===== src/sv/ghi_pkg.sv =====
// ----------------------------------------------------------------------------
// ghi_pkg
// Types and fixed constants shared by the gyro heading integrator.
// ----------------------------------------------------------------------------
package ghi_pkg;

    // field widths
    localparam int RATE_SAMPLE_W = 16;
    localparam int OFFSET_W      = 16;
    localparam int PERIOD_W      = 16;
    localparam int TOL_W         = 20;
    localparam int HEADING_W     = 31;
    localparam int RATE_RAD_W    = 21;
    localparam int HEAD_ACC_W    = 32;

    // configuration port
    localparam int CFG_IDX_W  = 2;
    localparam int CFG_DATA_W = 20;

    typedef logic [CFG_IDX_W-1:0]  t_cfg_idx;
    typedef logic [CFG_DATA_W-1:0] t_cfg_data;

    localparam t_cfg_idx REG_RATE_OFFSET   = 2'd0;
    localparam t_cfg_idx REG_SAMPLE_PERIOD = 2'd1;
    localparam t_cfg_idx REG_STEP_TOL      = 2'd2;

    localparam logic [PERIOD_W-1:0] PERIOD_RESET = 16'd5000;

    typedef logic signed [RATE_SAMPLE_W-1:0] t_rate_sample;
    typedef logic signed [HEADING_W-1:0]     t_heading;
    typedef logic signed [RATE_RAD_W-1:0]    t_rate_rad;

    // shared multiplier: signed A times unsigned B
    localparam int MUL_A_W = 31;
    localparam int MUL_B_W = 32;
    localparam int MUL_P_W = MUL_A_W + MUL_B_W;

    // pi/180 in units of 2^-32
    localparam logic [MUL_B_W-1:0] DEG2RAD_Q32 = 32'd74961321;
    // pi in units of 2^-32
    localparam logic [33:0] PI_Q32 = 34'd13493037705;

    // rate saturation limits, as magnitudes
    localparam int SAT_W = RATE_RAD_W + 1;
    localparam logic [SAT_W-1:0] SAT_POS = 22'd1048575;
    localparam logic [SAT_W-1:0] SAT_NEG = 22'd1048576;

    // |rate sum| * period fits in this many bits
    localparam int SUM_PROD_W = 37;

    // angle step: microseconds to seconds, and the trapezoid halving
    localparam int DIVISOR_W = 21;
    localparam logic [DIVISOR_W-1:0] HALF_STEP_DIVISOR = 21'd1000000;

    // 2000000 = 2^7 * 15625: shift off the power of two, then divide by 15625
    // through a reciprocal estimate that is at most one low
    localparam int STEP_DIV_SH = 7;
    localparam int ODD_W       = 14;
    localparam logic [ODD_W-1:0] STEP_DIV_ODD = 14'd15625;
    localparam int EST_PRE_SH  = 13;
    localparam int RECIP_SH    = 32;
    // floor(2^45 / 15625)
    localparam logic [MUL_B_W-1:0] STEP_RECIP = 32'd2251799813;

endpackage


===== src/sv/ghi_if.sv =====
// ----------------------------------------------------------------------------
// ghi_if
// Valid/ready channels of the gyro heading integrator.
// ----------------------------------------------------------------------------
interface ghi_in_if;
    import ghi_pkg::*;
    logic         valid;
    logic         ready;
    t_rate_sample rate_sample;

    modport source (output valid, output rate_sample, input ready);
    modport sink   (input valid, input rate_sample, output ready);
endinterface

interface ghi_out_if;
    import ghi_pkg::*;
    logic      valid;
    logic      ready;
    t_heading  heading;
    t_rate_rad rate_rad;
    logic      step_applied;

    modport source (output valid, output heading, output rate_rad, output step_applied,
                    input ready);
    modport sink   (input valid, input heading, input rate_rad, input step_applied,
                    output ready);
endinterface

interface ghi_cfg_if;
    import ghi_pkg::*;
    logic      valid;
    logic      ready;
    t_cfg_idx  index;
    t_cfg_data data;

    modport source (output valid, output index, output data, input ready);
    modport sink   (input valid, input index, input data, output ready);
endinterface


===== src/sv/ghi_mul.sv =====
// ----------------------------------------------------------------------------
// ghi_mul
// Shared multiplier: signed operand times unsigned operand, registered.
// ----------------------------------------------------------------------------
module ghi_mul #(
    parameter int AW = 22,
    parameter int BW = 27
) (
    input  logic                    i_clk,
    input  logic signed [AW-1:0]    i_a,
    input  logic        [BW-1:0]    i_b,
    output logic signed [AW+BW-1:0] o_p
);
    logic signed [AW+BW:0]   full;
    logic signed [AW+BW-1:0] r_p;

    assign full = i_a * $signed({1'b0, i_b});

    always_ff @(posedge i_clk) begin
        r_p <= full[AW+BW-1:0];
    end

    assign o_p = r_p;
endmodule


===== src/sv/ghi_div.sv =====
// ----------------------------------------------------------------------------
// ghi_div
// Quotient fix-up for the divide by the step divisor: the reciprocal
// estimate is never high and at most one low, so one compare and subtract
// of the remainder settles it.
// ----------------------------------------------------------------------------
module ghi_div #(
    parameter int DW = 49,
    parameter int QW = 29
) (
    input  logic [DW-1:0]                     i_dividend,
    input  logic [QW-1:0]                     i_q_est,
    input  logic [DW-ghi_pkg::STEP_DIV_SH-1:0] i_back,
    output logic [QW-1:0]                     o_quotient
);
    import ghi_pkg::*;

    localparam int EW = DW - STEP_DIV_SH;

    logic [EW-1:0] e_val;
    logic [EW-1:0] rem;
    logic          ge;

    // i_back is the estimate times 15625, never above e_val
    assign e_val      = i_dividend[DW-1:STEP_DIV_SH];
    assign rem        = e_val - i_back;
    assign ge         = rem >= EW'(STEP_DIV_ODD);
    assign o_quotient = i_q_est + QW'(ge);
endmodule


===== src/sv/gyro_heading_integrator_top.sv =====
// ----------------------------------------------------------------------------
// gyro_heading_integrator_top
// Integrates z gyro rate samples into a wrapped heading, trapezoidal rule.
// ----------------------------------------------------------------------------
// Usage:
//   i_in   : one raw rate sample per transfer (2^-RATE_FRAC_BITS deg/s).
//   o_out  : one result per sample: heading (2^-ANGLE_FRAC_BITS rad),
//            corrected rate (2^-16 rad/s, saturated) and the applied flag.
//   i_cfg  : register writes (0 rate_offset, 1 sample_period_us,
//            2 step_tolerance); always ready, write only while idle.
// Timing:
//   A sample steps through the states MUL1 to WRAP to a valid result. One
//   registered multiplier serves four products in turn: the deg to rad
//   scale, rate sum times period, a reciprocal estimate of the divide by
//   2000000 and its back-multiply; one compare and subtract fixes the
//   estimate. i_in.ready is high only while the sequencer is idle, so a new
//   sample is taken only once the last one has left its last step.
//   The result sits in an output register; the next sample is accepted while
//   it waits, and that sample holds in its last step until o_out is free.
// Reset: heading, previous rate and the sequencer clear; registers return to
//   offset 0, period 5000 us, tolerance 0.
// ----------------------------------------------------------------------------
module gyro_heading_integrator_top #(
    parameter int ANGLE_FRAC_BITS = 28,
    parameter int RATE_FRAC_BITS  = 7
) (
    input  logic      i_clk,
    input  logic      i_rst_n,
    ghi_in_if.sink    i_in,
    ghi_out_if.source o_out,
    ghi_cfg_if.sink   i_cfg
);
    import ghi_pkg::*;

    localparam int RATE_SH = 16 + RATE_FRAC_BITS;
    localparam int STEP_SH = ANGLE_FRAC_BITS - 16;
    localparam int DVD_W   = ANGLE_FRAC_BITS + 21;
    localparam int QUO_W   = ANGLE_FRAC_BITS + 1;
    localparam int EW      = DVD_W - STEP_DIV_SH;
    localparam int EST_SH  = STEP_DIV_SH + EST_PRE_SH;
    localparam int PI_SH   = 32 - ANGLE_FRAC_BITS;
    localparam int HSUM_W  = 35;
    localparam int CMP_W   = 32;

    localparam logic [33:0] PI_UNITS =
        34'((64'(PI_Q32) + (64'd1 << (PI_SH - 1))) >> PI_SH);
    localparam logic signed [HSUM_W-1:0]     PI_S     = HSUM_W'(PI_UNITS);
    localparam logic signed [HSUM_W-1:0]     TWO_PI_S = HSUM_W'({PI_UNITS, 1'b0});
    localparam logic signed [HEAD_ACC_W-1:0] PI_ACC   = HEAD_ACC_W'(PI_UNITS);

    localparam logic [3:0] S_IDLE  = 4'd0;
    localparam logic [3:0] S_MUL1  = 4'd1;
    localparam logic [3:0] S_ABS1  = 4'd2;
    localparam logic [3:0] S_RATE  = 4'd3;
    localparam logic [3:0] S_SUM   = 4'd4;
    localparam logic [3:0] S_MUL2  = 4'd5;
    localparam logic [3:0] S_ABS2  = 4'd6;
    localparam logic [3:0] S_EST   = 4'd7;
    localparam logic [3:0] S_MUL3  = 4'd8;
    localparam logic [3:0] S_QBACK = 4'd9;
    localparam logic [3:0] S_MUL4  = 4'd10;
    localparam logic [3:0] S_CORR  = 4'd11;
    localparam logic [3:0] S_ACC   = 4'd12;
    localparam logic [3:0] S_WRAP  = 4'd13;

    // configuration
    logic signed [OFFSET_W-1:0] r_offset;
    logic        [PERIOD_W-1:0] r_period;
    logic        [TOL_W-1:0]    r_tol;

    // state
    logic [3:0]                    r_state;
    t_rate_rad                     r_prev;
    logic signed [HEAD_ACC_W-1:0]  r_acc;

    // datapath
    logic signed [MUL_A_W-1:0] r_a;
    logic        [MUL_B_W-1:0] r_b;
    logic signed [MUL_P_W-1:0] prod;
    logic        [MUL_P_W-1:0] r_mag;
    logic                      r_neg;
    t_rate_rad                 r_rate;
    logic        [DVD_W-1:0]   r_dvd;
    logic        [QUO_W-1:0]   r_q;
    logic        [QUO_W-1:0]   r_quo;
    logic signed [HSUM_W-1:0]  r_hsum;
    logic                      r_applied;

    // output register
    logic      r_ov;
    t_heading  r_oh;
    t_rate_rad r_orate;
    logic      r_oapp;

    logic                     in_xfer;
    logic                     out_free;
    logic [MUL_P_W:0]         rnd_sum;
    logic [MUL_P_W:0]         rnd_q;
    logic [SAT_W-1:0]         rate_lim;
    t_rate_rad                rate_val;
    logic [DVD_W-1:0]         dividend;
    logic [QUO_W-1:0]         q_est;
    logic [QUO_W-1:0]         quotient;
    logic                     applied;
    logic signed [HSUM_W-1:0] step_mag_s;
    logic signed [HSUM_W-1:0] step_s;
    logic signed [HSUM_W-1:0] hsum;
    logic signed [HSUM_W-1:0] wrapped;

    ghi_mul #(.AW(MUL_A_W), .BW(MUL_B_W)) u_mul (
        .i_clk (i_clk),
        .i_a   (r_a),
        .i_b   (r_b),
        .o_p   (prod)
    );

    ghi_div #(.DW(DVD_W), .QW(QUO_W)) u_div (
        .i_dividend (r_dvd),
        .i_q_est    (r_q),
        .i_back     (prod[EW-1:0]),
        .o_quotient (quotient)
    );

    assign i_in.ready  = (r_state == S_IDLE);
    assign in_xfer     = i_in.valid && i_in.ready;
    assign out_free    = !r_ov || o_out.ready;
    assign i_cfg.ready = 1'b1;

    // rate: round half away from zero, then saturate
    assign rnd_sum = {1'b0, r_mag} + ((MUL_P_W + 1)'(1) << (RATE_SH - 1));
    assign rnd_q   = rnd_sum >> RATE_SH;

    always_comb begin
        if (r_neg) begin
            rate_lim = (rnd_q > (MUL_P_W + 1)'(SAT_NEG)) ? SAT_NEG : rnd_q[SAT_W-1:0];
            rate_val = RATE_RAD_W'(-rate_lim);
        end else begin
            rate_lim = (rnd_q > (MUL_P_W + 1)'(SAT_POS)) ? SAT_POS : rnd_q[SAT_W-1:0];
            rate_val = RATE_RAD_W'(rate_lim);
        end
    end

    // step dividend: |sum * period| scaled to angle units, plus half divisor
    assign dividend = (DVD_W'(r_mag[SUM_PROD_W-1:0]) << STEP_SH) + DVD_W'(HALF_STEP_DIVISOR);

    // top bits of (dividend >> 20) * floor(2^45 / 15625) give the estimate
    assign q_est = prod[RECIP_SH +: QUO_W];

    assign applied    = CMP_W'(r_quo) >= CMP_W'(r_tol);
    assign step_mag_s = $signed(HSUM_W'(r_quo));
    assign step_s     = r_neg ? -step_mag_s : step_mag_s;
    assign hsum       = applied ? (HSUM_W'(r_acc) + step_s) : HSUM_W'(r_acc);

    always_comb begin
        priority if (r_hsum > PI_S) begin
            wrapped = r_hsum - TWO_PI_S;
        end else if (r_hsum < -PI_S) begin
            wrapped = r_hsum + TWO_PI_S;
        end else begin
            wrapped = r_hsum;
        end
    end

    // configuration writes
    always_ff @(posedge i_clk) begin
        if (!i_rst_n) begin
            r_offset <= '0;
            r_period <= PERIOD_RESET;
            r_tol    <= '0;
        end else if (i_cfg.valid && i_cfg.ready) begin
            unique case (i_cfg.index)
                REG_RATE_OFFSET:   r_offset <= OFFSET_W'(i_cfg.data);
                REG_SAMPLE_PERIOD: r_period <= PERIOD_W'(i_cfg.data);
                REG_STEP_TOL:      r_tol    <= i_cfg.data[TOL_W-1:0];
                default: ;
            endcase
        end
    end

    // sequencer and state
    always_ff @(posedge i_clk) begin
        if (!i_rst_n) begin
            r_state <= S_IDLE;
            r_prev  <= '0;
            r_acc   <= '0;
            r_ov    <= 1'b0;
        end else begin
            if (r_state == S_WRAP && out_free) begin
                r_ov <= 1'b1;
            end else if (o_out.ready) begin
                r_ov <= 1'b0;
            end
            unique case (r_state)
                S_IDLE:  if (in_xfer) r_state <= S_MUL1;
                S_MUL1:  r_state <= S_ABS1;
                S_ABS1:  r_state <= S_RATE;
                S_RATE:  r_state <= S_SUM;
                S_SUM:   r_state <= S_MUL2;
                S_MUL2:  r_state <= S_ABS2;
                S_ABS2:  r_state <= S_EST;
                S_EST:   r_state <= S_MUL3;
                S_MUL3:  r_state <= S_QBACK;
                S_QBACK: r_state <= S_MUL4;
                S_MUL4:  r_state <= S_CORR;
                S_CORR:  r_state <= S_ACC;
                S_ACC:   r_state <= S_WRAP;
                S_WRAP: begin
                    if (out_free) begin
                        r_acc   <= HEAD_ACC_W'(wrapped);
                        r_prev  <= r_rate;
                        r_state <= S_IDLE;
                    end
                end
                default: r_state <= S_IDLE;
            endcase
        end
    end

    // datapath registers
    always_ff @(posedge i_clk) begin
        if (in_xfer) begin
            r_a <= MUL_A_W'(i_in.rate_sample) - MUL_A_W'(r_offset);
            r_b <= DEG2RAD_Q32;
        end
        if (r_state == S_ABS1 || r_state == S_ABS2) begin
            r_neg <= prod[MUL_P_W-1];
            r_mag <= prod[MUL_P_W-1] ? MUL_P_W'(-prod) : MUL_P_W'(prod);
        end
        if (r_state == S_RATE) begin
            r_rate <= rate_val;
        end
        if (r_state == S_SUM) begin
            r_a <= MUL_A_W'(r_prev) + MUL_A_W'(r_rate);
            r_b <= MUL_B_W'(r_period);
        end
        if (r_state == S_EST) begin
            r_dvd <= dividend;
            r_a   <= MUL_A_W'(dividend[DVD_W-1:EST_SH]);
            r_b   <= STEP_RECIP;
        end
        if (r_state == S_QBACK) begin
            r_q <= q_est;
            r_a <= MUL_A_W'(q_est);
            r_b <= MUL_B_W'(STEP_DIV_ODD);
        end
        if (r_state == S_CORR) begin
            r_quo <= quotient;
        end
        if (r_state == S_ACC) begin
            r_hsum    <= hsum;
            r_applied <= applied;
        end
        if (r_state == S_WRAP && out_free) begin
            r_oh    <= wrapped[HEADING_W-1:0];
            r_orate <= r_rate;
            r_oapp  <= r_applied;
        end
    end

    assign o_out.valid        = r_ov;
    assign o_out.heading      = r_oh;
    assign o_out.rate_rad     = r_orate;
    assign o_out.step_applied = r_oapp;

    // heading stays inside the wrap band
    a_heading_range: assert property (@(posedge i_clk) disable iff (!i_rst_n)
        (r_acc <= PI_ACC) && (r_acc >= -PI_ACC))
        else $error("heading accumulator outside [-pi, pi]");

    // the reciprocal estimate never overshoots the true quotient
    a_est_low: assert property (@(posedge i_clk) disable iff (!i_rst_n)
        (r_state == S_CORR) |-> (prod[EW-1:0] <= r_dvd[DVD_W-1:STEP_DIV_SH]))
        else $error("step quotient estimate too high");

    // a pending result carries the rate that became the previous rate
    a_prev_matches_out: assert property (@(posedge i_clk) disable iff (!i_rst_n)
        o_out.valid |-> (o_out.rate_rad == r_prev))
        else $error("pending rate differs from stored previous rate");

    // once a result is pending, it and the heading accumulator stay until the transfer
    a_out_hold: assert property (@(posedge i_clk) disable iff (!i_rst_n)
        (o_out.valid && !o_out.ready) |=> (o_out.valid && $stable(r_acc)))
        else $error("pending result dropped or heading changed");

endmodule


===== src/flat_wrapper.sv =====
// flat-port wrapper written by rule: the top's interface ports become plain ports
module gyro_heading_integrator_top_flat import ghi_pkg::*;
#(
    parameter int ANGLE_FRAC_BITS = 28,
    parameter int RATE_FRAC_BITS  = 7
)
  (i_clk, i_rst_n, i_in_valid, i_in_rate_sample, i_in_ready, o_out_valid, o_out_heading, o_out_rate_rad, o_out_step_applied, o_out_ready, i_cfg_valid, i_cfg_index, i_cfg_data, i_cfg_ready);
  ghi_in_if i_in_i ();
  ghi_out_if o_out_i ();
  ghi_cfg_if i_cfg_i ();
  input  logic i_clk;
  input  logic i_rst_n;
  input wire logic [$bits(i_in_i.valid)-1:0] i_in_valid;
  input wire logic [$bits(i_in_i.rate_sample)-1:0] i_in_rate_sample;
  output wire logic [$bits(i_in_i.ready)-1:0] i_in_ready;
  output wire logic [$bits(o_out_i.valid)-1:0] o_out_valid;
  output wire logic [$bits(o_out_i.heading)-1:0] o_out_heading;
  output wire logic [$bits(o_out_i.rate_rad)-1:0] o_out_rate_rad;
  output wire logic [$bits(o_out_i.step_applied)-1:0] o_out_step_applied;
  input wire logic [$bits(o_out_i.ready)-1:0] o_out_ready;
  input wire logic [$bits(i_cfg_i.valid)-1:0] i_cfg_valid;
  input wire logic [$bits(i_cfg_i.index)-1:0] i_cfg_index;
  input wire logic [$bits(i_cfg_i.data)-1:0] i_cfg_data;
  output wire logic [$bits(i_cfg_i.ready)-1:0] i_cfg_ready;
  assign i_in_i.valid = i_in_valid;
  assign i_in_i.rate_sample = i_in_rate_sample;
  assign i_in_ready = i_in_i.ready;
  assign o_out_valid = o_out_i.valid;
  assign o_out_heading = o_out_i.heading;
  assign o_out_rate_rad = o_out_i.rate_rad;
  assign o_out_step_applied = o_out_i.step_applied;
  assign o_out_i.ready = o_out_ready;
  assign i_cfg_i.valid = i_cfg_valid;
  assign i_cfg_i.index = i_cfg_index;
  assign i_cfg_i.data = i_cfg_data;
  assign i_cfg_ready = i_cfg_i.ready;
  gyro_heading_integrator_top #(.ANGLE_FRAC_BITS(ANGLE_FRAC_BITS), .RATE_FRAC_BITS(RATE_FRAC_BITS)) u_core (.i_clk(i_clk), .i_rst_n(i_rst_n), .i_in(i_in_i), .o_out(o_out_i), .i_cfg(i_cfg_i));
endmodule

===== config.mk =====
export PLATFORM = sky130hd
export DESIGN_NAME = gyro_heading_integrator_top_flat
export DESIGN_NICKNAME = d
export VERILOG_FILES = /design/src/sv/ghi_pkg.sv /design/src/sv/ghi_if.sv /design/src/sv/ghi_mul.sv /design/src/sv/ghi_div.sv /design/src/sv/gyro_heading_integrator_top.sv /design/src/flat_wrapper.sv
export SDC_FILE = /design/constraint.sdc
export NUM_CORES = 2
export LEC_CHECK = 0
export ABC_CLOCK_PERIOD_IN_PS = 17800
export BUFFER_PORTS_ARGS = -buffer_cell sky130_fd_sc_hd__buf_2
export CORE_UTILIZATION = 25
export DETAILED_ROUTE_END_ITERATION = 6
export MAX_ROUTING_LAYER = met4
export PLACE_DENSITY = 0.37
export SLEW_MARGIN = 20
export SYNTH_ARGS = -nofsm -noshare
export SYNTH_HDL_FRONTEND = slang
export SYNTH_SLANG_ARGS = --single-unit

===== constraint.sdc =====
create_clock -name i_clk -period 17.8 [get_ports i_clk]
set_input_delay 3.56 -clock i_clk [delete_from_list [all_inputs] [get_ports i_clk]]
set_output_delay 3.56 -clock i_clk [all_outputs]
set_load 0.005 [all_outputs]

==> metrics.csv <==
metric,value,unit
tns,0,ns
seqCellArea,12800,um^2
drt-pass1-iter-count,5,
critPathArrivalTime,9.71,ns
synthFlopType,edfxtp_1,
io_pins,99,
cts_max_path_buffers,3,
clock_skew,0.0639,ns
grt_pass1_vias,42737,
synth_seq_area_share,0.234,
synth_edf_count,298,
synth_area_leaders,"fa_1, edfxtp_1, ha_1, dfxtp_1, inv_1",
ant_nets,0,
finalNetCount,7100,
maxSlewHeadroom,0.230,
hold_path_class,reg -> reg,
yosys_register_bits,491,
crit_fanout,31,
cts.repair.resized,0,
end_kind,flip-flop,
period_share,0.513,
grt_pass1_wl,287000,um
cap_viol_max_count,0,
placementRows,171,
routedWlPerCell,21.7,um
dr.first_iter.drc_count,2844,
io_buffers,97,
clock-sinks,491,
finalHoldViolations,0,
start_util,0.252,
cts_tree,done,
ctsHoldBuffers,0,
drive_above_1_share,0.0557,
numCtsBuffers,59,
critPathKind,reg -> reg,
postCtsSetupRepairBufs,0,
grtUsageTotal,0.177,
syn-cell-area,54700,um^2
synthArstFlopShare,0,
nFillCells,23222,
postRouteWirelength,191000,um
num_vias,41266,
syn-num-nets,7130,
path_clk_slew,0.07,ns
synth_top_area_frac,0.240,
status,completed,
synth_area_leader_cell,fa_1,
viasPerCell,4.69,
coreArea,217000,um^2
syn_inst,5922,
dieHeight,470,um
grt_max_degree,68,
antenna_found_initial,14,
fmax,109,MHz
grt_overflow,0,
worstPathRequired,18.37,ns
syn_to_final_growth,10.3,%
clock_latency,0.69,ns
root_buffer,clkbuf_16,
worst_slew_pin_slew,1.15,ns
yosys_warnings,0,
critPathLaunchType,flip-flop,
whs,0.417,ns
die_w,470,um
finalSetupViolCount,0,
drc,0,
place.gp.congestion,0.874,
ys_types,88,
slew_viol_final,0,
min_period,9.14,ns
yosysMostFrequentCell,inv_1,
h-tree-depth,2,
syn_area_per_cell,9.24,um^2
r2r_slack,8.66,ns
dieArea,221000,um^2
rsz0062_at_grt,false,
multi_input_area,37500,um^2
synthTopCellsByCount,"inv_1, nand2_1, fa_1",
dp_hpwl,153000,um
-- path summary, 6_finish.rpt --
path                                     from                            to  depth (start not counted)
hold / removal      u_core.r_mag[0]$_DFFE_PP_    u_core.r_dvd[12]$_DFFE_PP_                          0
hold reg to reg     u_core.r_mag[0]$_DFFE_PP_    u_core.r_dvd[12]$_DFFE_PP_                          0
setup reg to reg  u_core.r_a[29]$_SDFFE_PP0P_  u_core.u_mul.o_p[54]$_DFF_P_                         25
setup / recovery  u_core.r_a[29]$_SDFFE_PP0P_  u_core.u_mul.o_p[54]$_DFF_P_                         25
-- cell usage in the layout, fill, tap and decap left out, types with 101 or more instances in the layout --
cell | synthesis | layout
a21oi_1 | 290 | 289
and2_1 | 332 | 332
dfxtp_1 | 193 | 189
edfxtp_1 | 298 | 298
fa_1 | 657 | 657
ha_1 | 508 | 508
inv_1 | 951 | 948
nand2_1 | 733 | 733
nor2_1 | 193 | 193
o21ai_0 | 213 | 213
xnor2_1 | 237 | 237
xor2_1 | 101 | 101
-- cell families (layout without fill, tap and decap cells) --
kind of cell             after synthesis  in the layout  synth area share
AND/OR/NAND/NOR                     1730           1730             0.155
buffers and inverters               1207           1228            0.0830
multiplexers                          18             18           0.00338
XOR/XNOR                             338            338            0.0541
AO/OA/AOI/OAI                        972            972             0.114
flip-flops                           491            491             0.234
adder cells (fa/ha/maj)             1165           1165             0.356
other                                  1              4         0.0000685
-- through the flow --
| step | setup slack, ns | instances | util | cell area (um^2) |
|---|---|---|---|---|
| 2_1_floorplan | 10.01 | 5922 | - | 54700 |
| 3_3_place_gp | 8.78 | 8685 | 0.269 | 58400 |
| 3_5_place_dp | 8.70 | 8685 | 0.269 | 58400 |
| 4_1_cts | 8.67 | 8797 | 0.278 | 60400 |
| 5_1_grt | 8.16 | 8798 | 0.278 | 60400 |
| 6_report | 8.66 | 8800 | 0.278 | 60400 |
-- per-layer routing --
layer  up-vias  share of wire  global-route usage
li1      19402              -                   -
met1     20868           0.50               0.253
met2       841           0.45               0.274
met3       155          0.037              0.0127
met4         0          0.020              0.0353
met5         -              0                   -
-- state kept, by name (all words and copies together), names as in the netlist, 29 cells and up --
signal / count
u_core.r_acc: 32
u_core.r_dvd: 37
u_core.r_q: 29
u_core.r_mag: 63
u_core.r_quo: 29
u_core.r_a: 30
u_core.o_out.heading: 31
u_core.u_mul.o_p: 63
u_core.r_hsum: 35
-- critical path: stages, from the launching register on --
cell       delay, ns
dfxtp_1         0.31
buf_4           0.33
clkinv_1        0.74
nor2_1          0.38
fa_1            0.47
fa_1            0.53
fa_1            0.54
fa_1            0.54
fa_1            0.53
fa_1            0.52
fa_1            0.55
inv_1           0.06
fa_1            0.53
inv_1           0.04
ha_1            0.36
a21oi_1         0.19
o21bai_1        0.10
a2111oi_0       0.51
o31ai_1         0.15
a21o_1          0.20
or3_1           0.38
a21oi_1         0.25
a31oi_1         0.19
a221o_1         0.34
a21oi_1         0.17
xnor2_1         0.13
-- cell type report --
class / instances / share of cell area
Multi-Input combinational cell: 4224 / 0.620
Clock buffer: 84 / 0.0277
Tap cell: 2854 / 0.0591
Inverter: 953 / 0.0593
Clock inverter: 28 / 0.00516
Antenna cell: 3 / 0.000124
Timing Repair Buffer: 163 / 0.0162
Sequential cell: 491 / 0.212
Power is left out: the tool's default activity adds up to more than one toggle a clock period on the data nets, which glitch-free logic cannot reach.
